$ cat src/rtl/tensor_axis_reverse_addresser_top_macros.svh
// Assertion macros shared by the reverse addresser modules.
`ifndef TENSOR_AXIS_REVERSE_ADDRESSER_TOP_MACROS_SVH
`define TENSOR_AXIS_REVERSE_ADDRESSER_TOP_MACROS_SVH

// Same-cycle implication, clocked on clk_i and disabled during reset.
`define TAR_ASSERT_IMP(lbl, pre, post, msg) \
  lbl: assert property (@(posedge clk_i) disable iff (!rst_ni) (pre) |-> (post)) \
    else $error(msg);

// Next-cycle implication, clocked on clk_i and disabled during reset.
`define TAR_ASSERT_NEXT(lbl, pre, post, msg) \
  lbl: assert property (@(posedge clk_i) disable iff (!rst_ni) (pre) |=> (post)) \
    else $error(msg);

`endif

$ cat src/rtl/tar_pkg.sv
// Shared constants, register codes and control struct of the reverse addresser.
`default_nettype none
package tar_pkg;

  // Default parameter values.
  localparam int unsigned MAX_RANK_DEF    = 8;
  localparam int unsigned DATA_WIDTH_DEF  = 64;
  localparam int unsigned INDEX_WIDTH_DEF = 32;

  // Fixed field widths of the register layout and the ports.
  localparam int unsigned NUM_DIMS    = 8;
  localparam int unsigned EXT_W       = 16;
  localparam int unsigned RANK_W      = 4;
  localparam int unsigned MASK_W      = 8;
  localparam int unsigned CFG_IDX_W   = 4;
  localparam int unsigned CFG_DATA_W  = 64;
  localparam int unsigned OUT_INDEX_W = 32;

  // Every extent is one after reset.
  localparam logic [CFG_DATA_W-1:0] EXT_RESET = 64'h0001_0001_0001_0001;

  // Configuration register indexes.
  typedef enum logic [CFG_IDX_W-1:0] {
    REG_RANK   = 4'd0,
    REG_MASK   = 4'd1,
    REG_EXT_LO = 4'd2,
    REG_EXT_HI = 4'd3
  } tar_reg_e;

  // Control and status from the configuration sequencer to the walker.
  typedef struct packed {
    logic                             busy;
    logic                             restart;
    logic                             load;
    logic [RANK_W-1:0]                used_rank;
    logic [NUM_DIMS-1:0][EXT_W-1:0]   ext_m1;
  } tar_ctrl_t;

endpackage
`default_nettype wire

$ cat src/rtl/tar_cfg_seq.sv
// Configuration registers and the sequencer that derives strides and index steps.
`default_nettype none
`include "tensor_axis_reverse_addresser_top_macros.svh"
module tar_cfg_seq #(
  parameter int unsigned MAX_RANK    = tar_pkg::MAX_RANK_DEF,
  parameter int unsigned INDEX_WIDTH = tar_pkg::INDEX_WIDTH_DEF
) (
  input  wire logic                                    clk_i,
  input  wire logic                                    rst_ni,
  input  wire logic                                    cfg_we_i,
  input  wire logic [tar_pkg::CFG_IDX_W-1:0]           cfg_idx_i,
  input  wire logic [tar_pkg::CFG_DATA_W-1:0]          cfg_wdata_i,
  output tar_pkg::tar_ctrl_t                           ctrl_o,
  output logic      [MAX_RANK-1:0][INDEX_WIDTH-1:0]    delta_o,
  output logic      [INDEX_WIDTH-1:0]                  base_o
);

  localparam int unsigned DIM_W = (MAX_RANK > 1) ? $clog2(MAX_RANK) : 1;
  localparam int unsigned RW    = tar_pkg::RANK_W;
  localparam int unsigned EW    = tar_pkg::EXT_W;
  localparam int unsigned IW    = INDEX_WIDTH;

  typedef enum logic [2:0] {
    SEQ_IDLE,
    SEQ_START,
    SEQ_MUL,
    SEQ_ACC,
    SEQ_LOAD
  } seq_state_e;

  seq_state_e                             state_q;
  logic [RW-1:0]                          rank_q;
  logic [tar_pkg::MASK_W-1:0]             mask_q;
  logic [tar_pkg::CFG_DATA_W-1:0]         ext_lo_q;
  logic [tar_pkg::CFG_DATA_W-1:0]         ext_hi_q;
  logic [DIM_W-1:0]                       dim_q;
  logic [IW-1:0]                          stride_q;
  logic [IW-1:0]                          prod_q;
  logic [IW-1:0]                          wsum_q;
  logic [IW-1:0]                          base_q;
  logic [MAX_RANK-1:0][IW-1:0]            delta_q;

  logic [2*tar_pkg::CFG_DATA_W-1:0]       ext_all;
  logic [tar_pkg::NUM_DIMS-1:0][EW-1:0]   ext_m1;
  logic [MAX_RANK-1:0][EW-1:0]            ext_u;
  logic [MAX_RANK-1:0]                    rev_u;
  logic [RW-1:0]                          used_rank;
  logic [RW-1:0]                          rank_m1;
  logic                                   restart;
  logic [IW+EW-1:0]                       mul_full;
  logic [IW-1:0]                          wrap;

  // Clamp extents: a zero extent counts as one.
  always_comb begin
    logic [EW-1:0] raw;
    ext_all = {ext_hi_q, ext_lo_q};
    for (int d = 0; d < tar_pkg::NUM_DIMS; d++) begin
      raw       = ext_all[d*EW +: EW];
      ext_m1[d] = (raw == '0) ? '0 : raw - EW'(1);
    end
    for (int d = 0; d < MAX_RANK; d++) begin
      raw      = ext_all[d*EW +: EW];
      ext_u[d] = (raw == '0) ? EW'(1) : raw;
      rev_u[d] = mask_q[d];
    end
  end

  // Rank zero acts as one, and ranks above the maximum saturate.
  always_comb begin
    if (rank_q == '0) begin
      used_rank = RW'(1);
    end else if (rank_q > RW'(MAX_RANK)) begin
      used_rank = RW'(MAX_RANK);
    end else begin
      used_rank = rank_q;
    end
    rank_m1 = used_rank - RW'(1);
  end

  // A write to a listed register restarts the tensor.
  assign restart = cfg_we_i && (cfg_idx_i inside {tar_pkg::REG_RANK, tar_pkg::REG_MASK,
                                                  tar_pkg::REG_EXT_LO, tar_pkg::REG_EXT_HI});

  // One stride product per step; its result is registered before use.
  assign mul_full = {{EW{1'b0}}, stride_q} * {{IW{1'b0}}, ext_u[dim_q]};

  // (extent - 1) * stride equals the next stride minus this one.
  assign wrap = prod_q - stride_q;

  // Registers and sequencer, walking from the fastest dimension to dimension zero.
  always_ff @(posedge clk_i or negedge rst_ni) begin
    if (!rst_ni) begin
      state_q  <= SEQ_IDLE;
      rank_q   <= RW'(1);
      mask_q   <= '0;
      ext_lo_q <= tar_pkg::EXT_RESET;
      ext_hi_q <= tar_pkg::EXT_RESET;
      dim_q    <= '0;
      stride_q <= IW'(1);
      prod_q   <= '0;
      wsum_q   <= '0;
      base_q   <= '0;
      delta_q  <= '0;
    end else if (restart) begin
      case (cfg_idx_i)
        tar_pkg::REG_RANK:   rank_q   <= cfg_wdata_i[RW-1:0];
        tar_pkg::REG_MASK:   mask_q   <= cfg_wdata_i[tar_pkg::MASK_W-1:0];
        tar_pkg::REG_EXT_LO: ext_lo_q <= cfg_wdata_i;
        tar_pkg::REG_EXT_HI: ext_hi_q <= cfg_wdata_i;
        default: ;
      endcase
      state_q <= SEQ_START;
    end else begin
      case (state_q)
        SEQ_START: begin
          dim_q    <= rank_m1[DIM_W-1:0];
          stride_q <= IW'(1);
          wsum_q   <= '0;
          base_q   <= '0;
          state_q  <= SEQ_MUL;
        end
        SEQ_MUL: begin
          prod_q  <= mul_full[IW-1:0];
          state_q <= SEQ_ACC;
        end
        SEQ_ACC: begin
          // Step for incrementing this dimension, with every faster one wrapping.
          delta_q[dim_q] <= rev_u[dim_q] ? wsum_q - stride_q : wsum_q + stride_q;
          wsum_q         <= rev_u[dim_q] ? wsum_q + wrap : wsum_q - wrap;
          if (rev_u[dim_q]) begin
            base_q <= base_q + wrap;
          end
          stride_q <= prod_q;
          if (dim_q == '0) begin
            state_q <= SEQ_LOAD;
          end else begin
            dim_q   <= dim_q - DIM_W'(1);
            state_q <= SEQ_MUL;
          end
        end
        SEQ_LOAD: state_q <= SEQ_IDLE;
        default:  state_q <= SEQ_IDLE;
      endcase
    end
  end

  assign ctrl_o.busy      = (state_q != SEQ_IDLE);
  assign ctrl_o.restart   = restart;
  assign ctrl_o.load      = (state_q == SEQ_LOAD);
  assign ctrl_o.used_rank = used_rank;
  assign ctrl_o.ext_m1    = ext_m1;
  assign delta_o          = delta_q;
  assign base_o           = base_q;

  // A register write always starts a recompute.
  `TAR_ASSERT_NEXT(a_restart_busy, restart, ctrl_o.busy, "write did not start the sequencer")
  // The start index is only touched by the sequencer.
  `TAR_ASSERT_NEXT(a_base_steady, (state_q == SEQ_IDLE) && !restart, $stable(base_q),
                   "start index changed while idle")
  // The load cycle hands control back to the element stream.
  `TAR_ASSERT_NEXT(a_load_idle, (state_q == SEQ_LOAD) && !restart, state_q == SEQ_IDLE,
                   "sequencer did not return to idle after the load cycle")

endmodule
`default_nettype wire

$ cat src/rtl/tar_walker.sv
// Coordinate odometer, running destination index and result register.
`default_nettype none
`include "tensor_axis_reverse_addresser_top_macros.svh"
module tar_walker #(
  parameter int unsigned MAX_RANK    = tar_pkg::MAX_RANK_DEF,
  parameter int unsigned DATA_WIDTH  = tar_pkg::DATA_WIDTH_DEF,
  parameter int unsigned INDEX_WIDTH = tar_pkg::INDEX_WIDTH_DEF
) (
  input  wire logic                                  clk_i,
  input  wire logic                                  rst_ni,
  input  wire tar_pkg::tar_ctrl_t                    ctrl_i,
  input  wire logic [MAX_RANK-1:0][INDEX_WIDTH-1:0]  delta_i,
  input  wire logic [INDEX_WIDTH-1:0]                base_i,
  input  wire logic                                  in_valid_i,
  output logic                                       in_stall_o,
  input  wire logic [DATA_WIDTH-1:0]                 element_value_i,
  output logic                                       out_valid_o,
  input  wire logic                                  out_stall_i,
  output logic [tar_pkg::OUT_INDEX_W-1:0]            target_index_o,
  output logic [DATA_WIDTH-1:0]                      moved_value_o,
  output logic                                       last_element_o
);

  localparam int unsigned RW = tar_pkg::RANK_W;
  localparam int unsigned EW = tar_pkg::EXT_W;
  localparam int unsigned IW = INDEX_WIDTH;
  localparam int unsigned OW = tar_pkg::OUT_INDEX_W;

  logic [MAX_RANK-1:0][EW-1:0]  cnt_q;
  logic [MAX_RANK-1:0][EW-1:0]  cnt_d;
  logic [IW-1:0]                tgt_q;
  logic [IW-1:0]                tgt_d;
  logic                         out_valid_q;
  logic [OW-1:0]                target_q;
  logic [DATA_WIDTH-1:0]        value_q;
  logic                         last_q;

  logic [MAX_RANK-1:0]          at_max;
  logic [MAX_RANK-1:0]          tail_max;
  logic [MAX_RANK-1:0]          sel;
  logic                         last;
  logic [IW-1:0]                delta_sel;
  logic [IW+OW-1:0]             tgt_wide;
  logic                         accept;

  // Handshake: take an item unless recomputing or the result register is held.
  assign in_stall_o = ctrl_i.busy || (out_valid_q && out_stall_i);
  assign accept     = in_valid_i && !in_stall_o;

  // Which coordinates sit at their top value; unused dimensions count as at the top.
  always_comb begin
    for (int d = 0; d < MAX_RANK; d++) begin
      at_max[d] = (RW'(d) >= ctrl_i.used_rank) || (cnt_q[d] == ctrl_i.ext_m1[d]);
    end
    tail_max[MAX_RANK-1] = 1'b1;
    for (int d = MAX_RANK - 2; d >= 0; d--) begin
      tail_max[d] = tail_max[d+1] & at_max[d+1];
    end
    last = tail_max[0] & at_max[0];
  end

  // The dimension that increments, and the index step that goes with it.
  always_comb begin
    delta_sel = '0;
    for (int d = 0; d < MAX_RANK; d++) begin
      sel[d]    = !at_max[d] && tail_max[d];
      delta_sel = delta_sel | (sel[d] ? delta_i[d] : '0);
    end
  end

  // Next odometer value and next destination index.
  always_comb begin
    for (int d = 0; d < MAX_RANK; d++) begin
      if (last || (tail_max[d] && at_max[d])) begin
        cnt_d[d] = '0;
      end else if (sel[d]) begin
        cnt_d[d] = cnt_q[d] + EW'(1);
      end else begin
        cnt_d[d] = cnt_q[d];
      end
    end
    tgt_d = last ? base_i : tgt_q + delta_sel;
  end

  // Control state: odometer, running index, result valid.
  always_ff @(posedge clk_i or negedge rst_ni) begin
    if (!rst_ni) begin
      cnt_q       <= '0;
      tgt_q       <= '0;
      out_valid_q <= 1'b0;
    end else begin
      if (ctrl_i.restart) begin
        cnt_q <= '0;
        tgt_q <= '0;
      end else if (ctrl_i.load) begin
        tgt_q <= base_i;
      end else if (accept) begin
        cnt_q <= cnt_d;
        tgt_q <= tgt_d;
      end
      if (accept) begin
        out_valid_q <= 1'b1;
      end else if (!out_stall_i) begin
        out_valid_q <= 1'b0;
      end
    end
  end

  // Result payload.
  assign tgt_wide = {{OW{1'b0}}, tgt_q};

  always_ff @(posedge clk_i) begin
    if (accept) begin
      target_q <= tgt_wide[OW-1:0];
      value_q  <= element_value_i;
      last_q   <= last;
    end
  end

  assign out_valid_o    = out_valid_q;
  assign target_index_o = target_q;
  assign moved_value_o  = value_q;
  assign last_element_o = last_q;

  // Exactly one dimension increments on every item that is not the last.
  `TAR_ASSERT_IMP(a_one_step, accept && !last, $onehot(sel), "increment dimension not unique")
  // After the final element the index goes back to the start index.
  `TAR_ASSERT_NEXT(a_wrap_base, accept && last && !ctrl_i.restart && !ctrl_i.load,
                   tgt_q == base_i, "index did not wrap to the start index")
  // A register write starts a new tensor.
  `TAR_ASSERT_NEXT(a_restart_clear, ctrl_i.restart, (cnt_q == '0) && (tgt_q == '0),
                   "odometer not cleared by a register write")

endmodule
`default_nettype wire

$ cat src/rtl/tensor_axis_reverse_addresser_top.sv
// Top level of the tensor axis reverse addresser.
// A result is valid in the cycle after its item is accepted.
// Throughput: one item per cycle unless a recompute or a held result stalls;
// the odometer and index update are incremental. A register write stalls input
// while the stride sequencer runs a 16-bit by index-width multiply per dimension.
// Reset: asynchronous, active low; rank 1, no reversal, all extents one.
`default_nettype none
module tensor_axis_reverse_addresser_top #(
  parameter int unsigned MAX_RANK    = tar_pkg::MAX_RANK_DEF,
  parameter int unsigned DATA_WIDTH  = tar_pkg::DATA_WIDTH_DEF,
  parameter int unsigned INDEX_WIDTH = tar_pkg::INDEX_WIDTH_DEF
) (
  input  wire logic                               clk_i,
  input  wire logic                               rst_ni,
  input  wire logic                               cfg_we_i,
  input  wire logic [tar_pkg::CFG_IDX_W-1:0]      cfg_idx_i,
  input  wire logic [tar_pkg::CFG_DATA_W-1:0]     cfg_wdata_i,
  input  wire logic                               in_valid_i,
  output logic                                    in_stall_o,
  input  wire logic [DATA_WIDTH-1:0]              element_value_i,
  output logic                                    out_valid_o,
  input  wire logic                               out_stall_i,
  output logic [tar_pkg::OUT_INDEX_W-1:0]         target_index_o,
  output logic [DATA_WIDTH-1:0]                   moved_value_o,
  output logic                                    last_element_o
);

  tar_pkg::tar_ctrl_t                     ctrl;
  logic [MAX_RANK-1:0][INDEX_WIDTH-1:0]   delta;
  logic [INDEX_WIDTH-1:0]                 base;

  // Configuration registers and stride sequencer.
  tar_cfg_seq #(
    .MAX_RANK    (MAX_RANK),
    .INDEX_WIDTH (INDEX_WIDTH)
  ) u_cfg_seq (
    .clk_i       (clk_i),
    .rst_ni      (rst_ni),
    .cfg_we_i    (cfg_we_i),
    .cfg_idx_i   (cfg_idx_i),
    .cfg_wdata_i (cfg_wdata_i),
    .ctrl_o      (ctrl),
    .delta_o     (delta),
    .base_o      (base)
  );

  // Element stream: odometer, index and result register.
  tar_walker #(
    .MAX_RANK    (MAX_RANK),
    .DATA_WIDTH  (DATA_WIDTH),
    .INDEX_WIDTH (INDEX_WIDTH)
  ) u_walker (
    .clk_i           (clk_i),
    .rst_ni          (rst_ni),
    .ctrl_i          (ctrl),
    .delta_i         (delta),
    .base_i          (base),
    .in_valid_i      (in_valid_i),
    .in_stall_o      (in_stall_o),
    .element_value_i (element_value_i),
    .out_valid_o     (out_valid_o),
    .out_stall_i     (out_stall_i),
    .target_index_o  (target_index_o),
    .moved_value_o   (moved_value_o),
    .last_element_o  (last_element_o)
  );

endmodule
`default_nettype wire
$ cat config.mk
export PLATFORM = sky130hd
export DESIGN_NAME = tensor_axis_reverse_addresser_top
export DESIGN_NICKNAME = d
export VERILOG_FILES = /design/src/rtl/tar_pkg.sv /design/src/rtl/tar_cfg_seq.sv /design/src/rtl/tar_walker.sv /design/src/rtl/tensor_axis_reverse_addresser_top.sv
export VERILOG_INCLUDE_DIRS = /design/src /design/src/rtl
export SDC_FILE = /design/constraint.sdc
export NUM_CORES = 2
export LEC_CHECK = 0
export ABC_AREA = 1
export ABC_CLOCK_PERIOD_IN_PS = 24200
export BUFFER_PORTS_ARGS = -buffer_cell sky130_fd_sc_hd__buf_2
export CORE_MARGIN = 2
export CORE_UTILIZATION = 35
export CTS_CLUSTER_SIZE = 30
export DETAILED_ROUTE_END_ITERATION = 6
export MAX_ROUTING_LAYER = met4
export PLACE_DENSITY_LB_ADDON = 0.1
export SLEW_MARGIN = 10
export SYNTH_ARGS = -nofsm -noshare
export SYNTH_HDL_FRONTEND = slang
export SYNTH_SLANG_ARGS = --single-unit
$ cat constraint.sdc
create_clock -name clk_i -period 24.2 [get_ports clk_i]
set_clock_uncertainty 0.2 [all_clocks]
set_input_delay 4.84 -clock clk_i [delete_from_list [all_inputs] [get_ports clk_i]]
set_output_delay 4.84 -clock clk_i [all_outputs]
set_load 0.05 [all_outputs]
# Word level (Yosys, flattened, before mapping)

Cells that the tools add are included.

$mul: 1
$add $sub $neg: 25
Reductions and logical operators: 83
Bitwise gates (word level): 15
$lt $le $gt $ge: 11
Eq/ne operators: 20
Multiplexer cells: 69

Operators with widths:

| kind                  | number |
|---|---|
| $mux 16               | 33 |
| $mux 32               | 16 |
| $mux 128              | 3 |
| $bwmux 256            | 1 |
| $or 32x32->32         | 7 |
| $pmux 32 s2           | 3 |
| $add 16x1->16 const B | 8 |
| $add 32x32->32        | 4 |
| $eq 16x16->1          | 8 |
| $logic_not 16->1      | 8 |
| $sub 16x1->16 const B | 8 |
| $demux 32 s3          | 1 |
| $sub 32x32->32        | 3 |
| $bmux 16 s3           | 1 |
| $mul 32x16->32        | 1 |
| $reduce_and 3->1      | 10 |
| $reduce_bool 3->1     | 9 |
| $logic_and 1x1->1     | 18 |
| $logic_or 1x1->1      | 17 |
| $ge 3x4->1 const A    | 4 |
| $reduce_and 2->1      | 7 |
| $mux 3                | 3 |
| $pmux 3 s3            | 1 |
| $eq 4x2->1 const B    | 2 |
| 24 further kinds      | 48 |

Input port bits: 137
Register bits: 788
Output and inout bits: 99
Logic and storage cells: 255

# Longest topological paths before layout

Word-level depth: 25
Mapped depth: 42

# Modules after synthesis

Synthesis repeated with hierarchy kept, for this count alone.

Cells, all modules: 7,890
Area total of the unflattened synthesis: 59,763.6 sq um

Modules (own cells, without submodules):

| module      | cells each | instances | area an instance (sq um) | sequential area each (sq um) |
|---|---|---|---|---|
| tar_cfg_seq | 5,796      | 1         | 43,249.0                 | 13,275.2 |
| tar_walker  | 2,094      | 1         | 16,514.6                 | 6,941.7 |

# Worst setup path after synthesis

OpenSTA, ideal clock, no wires.

Kind: input -> output
Start point: in out_stall_i
End point: out in_stall_o
Path slack: 13.833 ns
Data arrival time: 5.327 ns
Stages on the path: 2
Data required time: 19.160 ns
Cell sequence: nand2_1 nand3_1

Word-level cells in the longest chain between the ends: 2

Ends and longest elaborated chain:

| what               | RTL line                                | text |
|---|---|---|
| start: declaration | tensor_axis_reverse_addresser_top.sv:22 | `input wire logic out_stall_i,` |
| $logic_and 1x1->1  | tar_walker.sv:47                        | `assign in_stall_o = ctrl_i.busy \|\| (out_valid_q && out_stall_i);` |
| $logic_or 1x1->1   | tar_walker.sv:47                        |  |
| end: declaration   | tensor_axis_reverse_addresser_top.sv:19 | `output logic in_stall_o,` |

Every way passes these cells.

# Worst setup path in the final report

Same ends and word-level chain as after synthesis.

==> run_results.csv <==
group,metric,value,unit
outcome,status,"finished clean",
worst_hold_path,holdPathEnd,"u_walker.cnt_q[78]$_DFFE_PN0P_",
synth,yosysTopAreaCell,"dfrtp_1",
synth,async_flop_share,87.7,%
worst_hold_path,hold_path_startpoint,"u_walker.cnt_q[78]$_DFFE_PN0P_",
worst_setup_path,timing.rr.end,"u_cfg_seq.prod_q[28]$_DFFE_PN0P_",
clock_network,cts-resized-gates,0,
sta,setup_tns,0,ps
synth,ys_dominant_reg_cell,"dfrtp_1",
clock_network,cts_max_level,3,
placement,post_dp_cell_area,0.0626,mm^2
synth,postSynthNetCount,8461,
synth,ys_seq_area_share,34.2,%
final_layout,area_delta_synth_final,11.6,%
drt,wl,211000,um
placement,hpwlAfterDp,161000,um
worst_setup_path,cp_slowest_stage_delay,230,ps
sta,hold_viol,0,
synth,syn_area,0.0592,mm^2
worst_setup_path,arrival,5330,ps
floorplanning,die-area,0.172,mm^2
worst_setup_path,cp.required,19160,ps
worst_setup_path,worst_setup_path_end_kind,"output port",
worst_hold_path,holdPathStages,1,
drt,drc,0,
synth,synthTopCellsByCount,"nand2_1, inv_1, o21ai_0, dfrtp_1, nor2_1",
synth,synth-edff-count,97,
drt,drtPass1Iterations,6,
clock_network,clk_latency,750,ps
sta,finalCritPeriodShare,42.9,%
clock_network,numCtsBuffers,99,
clock_network,postCtsSetupRepairBufs,0,
sta,rsz0062_at_grt,"false",
floorplanning,dieHeight,415,um
floorplanning,start_util,35.3,%
floorplanning,rows,150,
clock_network,path_clk_slew,50,ps
drt,vias,52400,
synth,synth_seq_cells,788,
run,cap_violations,0,
final_layout,nets,8599,
sta,slew_headroom,19.0,%
clock_network,tritoncts,"yes",
final_layout,drive_above_1_share,7.52,%
sta,fmax,96.4,MHz
grt,grtUsageTotal,25.1,%
grt,grt_pass1_vias,51700,
placement,port_buffers,235,
floorplanning,ios,236,
worst_setup_path,crit_buf_inv,2,
floorplanning,coreArea,0.168,mm^2
worst_setup_path,cp_common_cell,"buf_2",
grt,grt_antenna_before_repair,11,
clock_network,cts_hold_buffers,0,
synth,syn_inst,7769,
synth,netlist.area_leader.share,28.8,%
final_layout,final_area,0.0660,mm^2
worst_setup_path,critPathMaxFanout,3,
drt,routedWlPerCell,20.6,um
worst_setup_path,rrSetupSlack,14820,ps
sta,worst_slew_pin_slew,1210,ps
floorplanning,fp.dieW,415,um
drt,final_antenna_net_count,0,
drt,first_iter_violations,4105,
synth,yosys-top-cells-area,"dfrtp_1, nand2_1, fa_1, inv_1, o21ai_0",
sta,maxSlewViolCount,0,
worst_setup_path,start_kind,"input pin",
worst_setup_path,r2r_cells,38,
worst_setup_path,crit_type,"input pin to output port",
worst_hold_path,min_path_type,"flop to flop",
worst_setup_path,cp_slowest_cell,"buf_2",
synth,synth_cell_type_count,70,
synth,yosys_warnings,0,
grt,grt_max_degree,153,
placement,gp_congestion,0.918,
synth,synth_most_common_cell,"nand2_1",
synth,avgSynthCellArea,7.62,um^2
sta,min_period,10370,ps
clock_network,ctsRootBufferMaster,"clkbuf_16",
worst_setup_path,crit_chain,"buf_2, nand2_1, nand3_1, buf_2",
clock_network,cts_max_path_buffers,3,
drt,viasPerCell,5.13,
sta,finalSetupViolCount,0,
worst_setup_path,regToRegStartpoint,"u_cfg_seq.ext_lo_q[48]$_DFFE_PN1P_",
worst_setup_path,crit_family,"buffers and inverters",
clock_network,cts_sinks,788,
grt,grt_pass1_wl,323000,um
grt,gr-total-overflow,0,
==> per-stage QoR <==
stage / worst slack [ps] / utilization (%) / hold slack [ps] / instances
after floorplan: 13830 / - / 234 / 7769
after global placement: 13800 / 37.3 / 254 / 10000
after detailed placement: 13820 / 37.3 / 259 / 10000
after CTS: 13820 / 39.4 / 269 / 10200
after global routing: 13800 / 39.4 / 289 / 10200
final: 13830 / 39.4 / 258 / 10200
==> cells in the final DEF, fill, tap and decap left out, types with 15 or more instances in the layout <==
master | synthesis | routed
a21oi_1 | 345 | 345
a221oi_1 | 19 | 19
buf_2 | 38 | 234
buf_4 | 7 | 69
clkbuf_1 | 194 | 16
clkbuf_16 | 0 | 100
clkbuf_8 | 0 | 22
clkinv_1 | 17 | 20
clkinv_2 | 0 | 15
dfrtp_1 | 681 | 680
edfxtp_1 | 97 | 97
fa_1 | 309 | 309
ha_1 | 246 | 246
inv_1 | 991 | 989
inv_2 | 19 | 20
nand2_1 | 2064 | 2064
nand2_2 | 16 | 16
nand3_1 | 360 | 358
nand4_1 | 124 | 124
nor2_1 | 668 | 666
nor2_2 | 15 | 16
nor3_1 | 83 | 82
nor4_1 | 30 | 30
o21a_1 | 24 | 24
o21ai_0 | 733 | 733
o21ai_1 | 44 | 44
o21bai_1 | 25 | 25
o22ai_1 | 68 | 68
or2_2 | 19 | 19
xnor2_1 | 53 | 53
xor2_1 | 266 | 266
==> worst max path at each step <==
stage / from / to / slack, ps / depth (start not counted)
3_3_place_gp: out_stall_i / in_stall_o / 13800 / 4
2_1_floorplan: out_stall_i / in_stall_o / 13830 / 2
6_report: out_stall_i / in_stall_o / 13830 / 4
3_5_place_dp: out_stall_i / in_stall_o / 13820 / 4
4_1_cts: out_stall_i / in_stall_o / 13820 / 4
5_1_grt: out_stall_i / in_stall_o / 13800 / 4
==> flip-flops by register name, indices dropped and copies added (netlist names) <==
signal	cells
u_walker.out_valid_o	1
u_cfg_seq.wsum_q	32
u_walker.moved_value_o	64
u_cfg_seq.rank_q	4
u_walker.tgt_q	32
u_cfg_seq.ext_hi_q	64
u_cfg_seq.mask_q	8
u_cfg_seq.stride_q	32
u_cfg_seq.base_o	32
u_cfg_seq.delta_o	256
u_walker.last_element_o	1
u_walker.target_index_o	32
u_cfg_seq.dim_q	3
u_cfg_seq.state_q	3
u_cfg_seq.prod_q	32
u_walker.cnt_q	128
u_cfg_seq.ext_lo_q	64
==> worst reg2reg max path: cells and delay by family, from the launching register on <==
kind	cells	cell delay, ps
compound gates	7	1590
fa+ha+maj	8	3610
flops	1	570
simple gates	12	1780
buf+inv	11	1490
==> area by class of cell <==
type                       instances  area, um^2
sequential                       788       20200
antenna                            4        10.0
tap                             2204        2760
clock buffer                     138        2870
inverter                        1027        3860
timing repair buffer             305        1720
fill                           17500      102000
multi-input combinational       5686       34000
clock inverter                    47         617
==> cell families (layout without fill, tap and decap cells) <==
group	count (synthesis)	after routing	synth area share [%]
AO/OA/AOI/OAI	1375	1375	12.7
other	0	4	0
adder cells (fa/ha/maj)	555	555	15.7
AND/OR/NAND/NOR	3436	3436	24.2
flip-flops	788	788	34.2
XOR/XNOR	319	319	4.72
buffers and inverters	1295	1517	8.51
multiplexers	1	1	0.0169
==> routing by layer <==
| metal | GRT usage [%] | wire length, um | up-vias |
|---|---|---|---|
| met5 | - | 0 | - |
| met1 | 34.6 | 99100 | 25500 |
| met2 | 39.5 | 96100 | 1276 |
| met4 | 6.58 | 5610 | 0 |
| met3 | 2.39 | 9730 | 220 |
| li1 | - | - | 25400 |
Power is not shown: default switching activity piles up to over one toggle a cycle in this logic, so the estimate is an artifact.
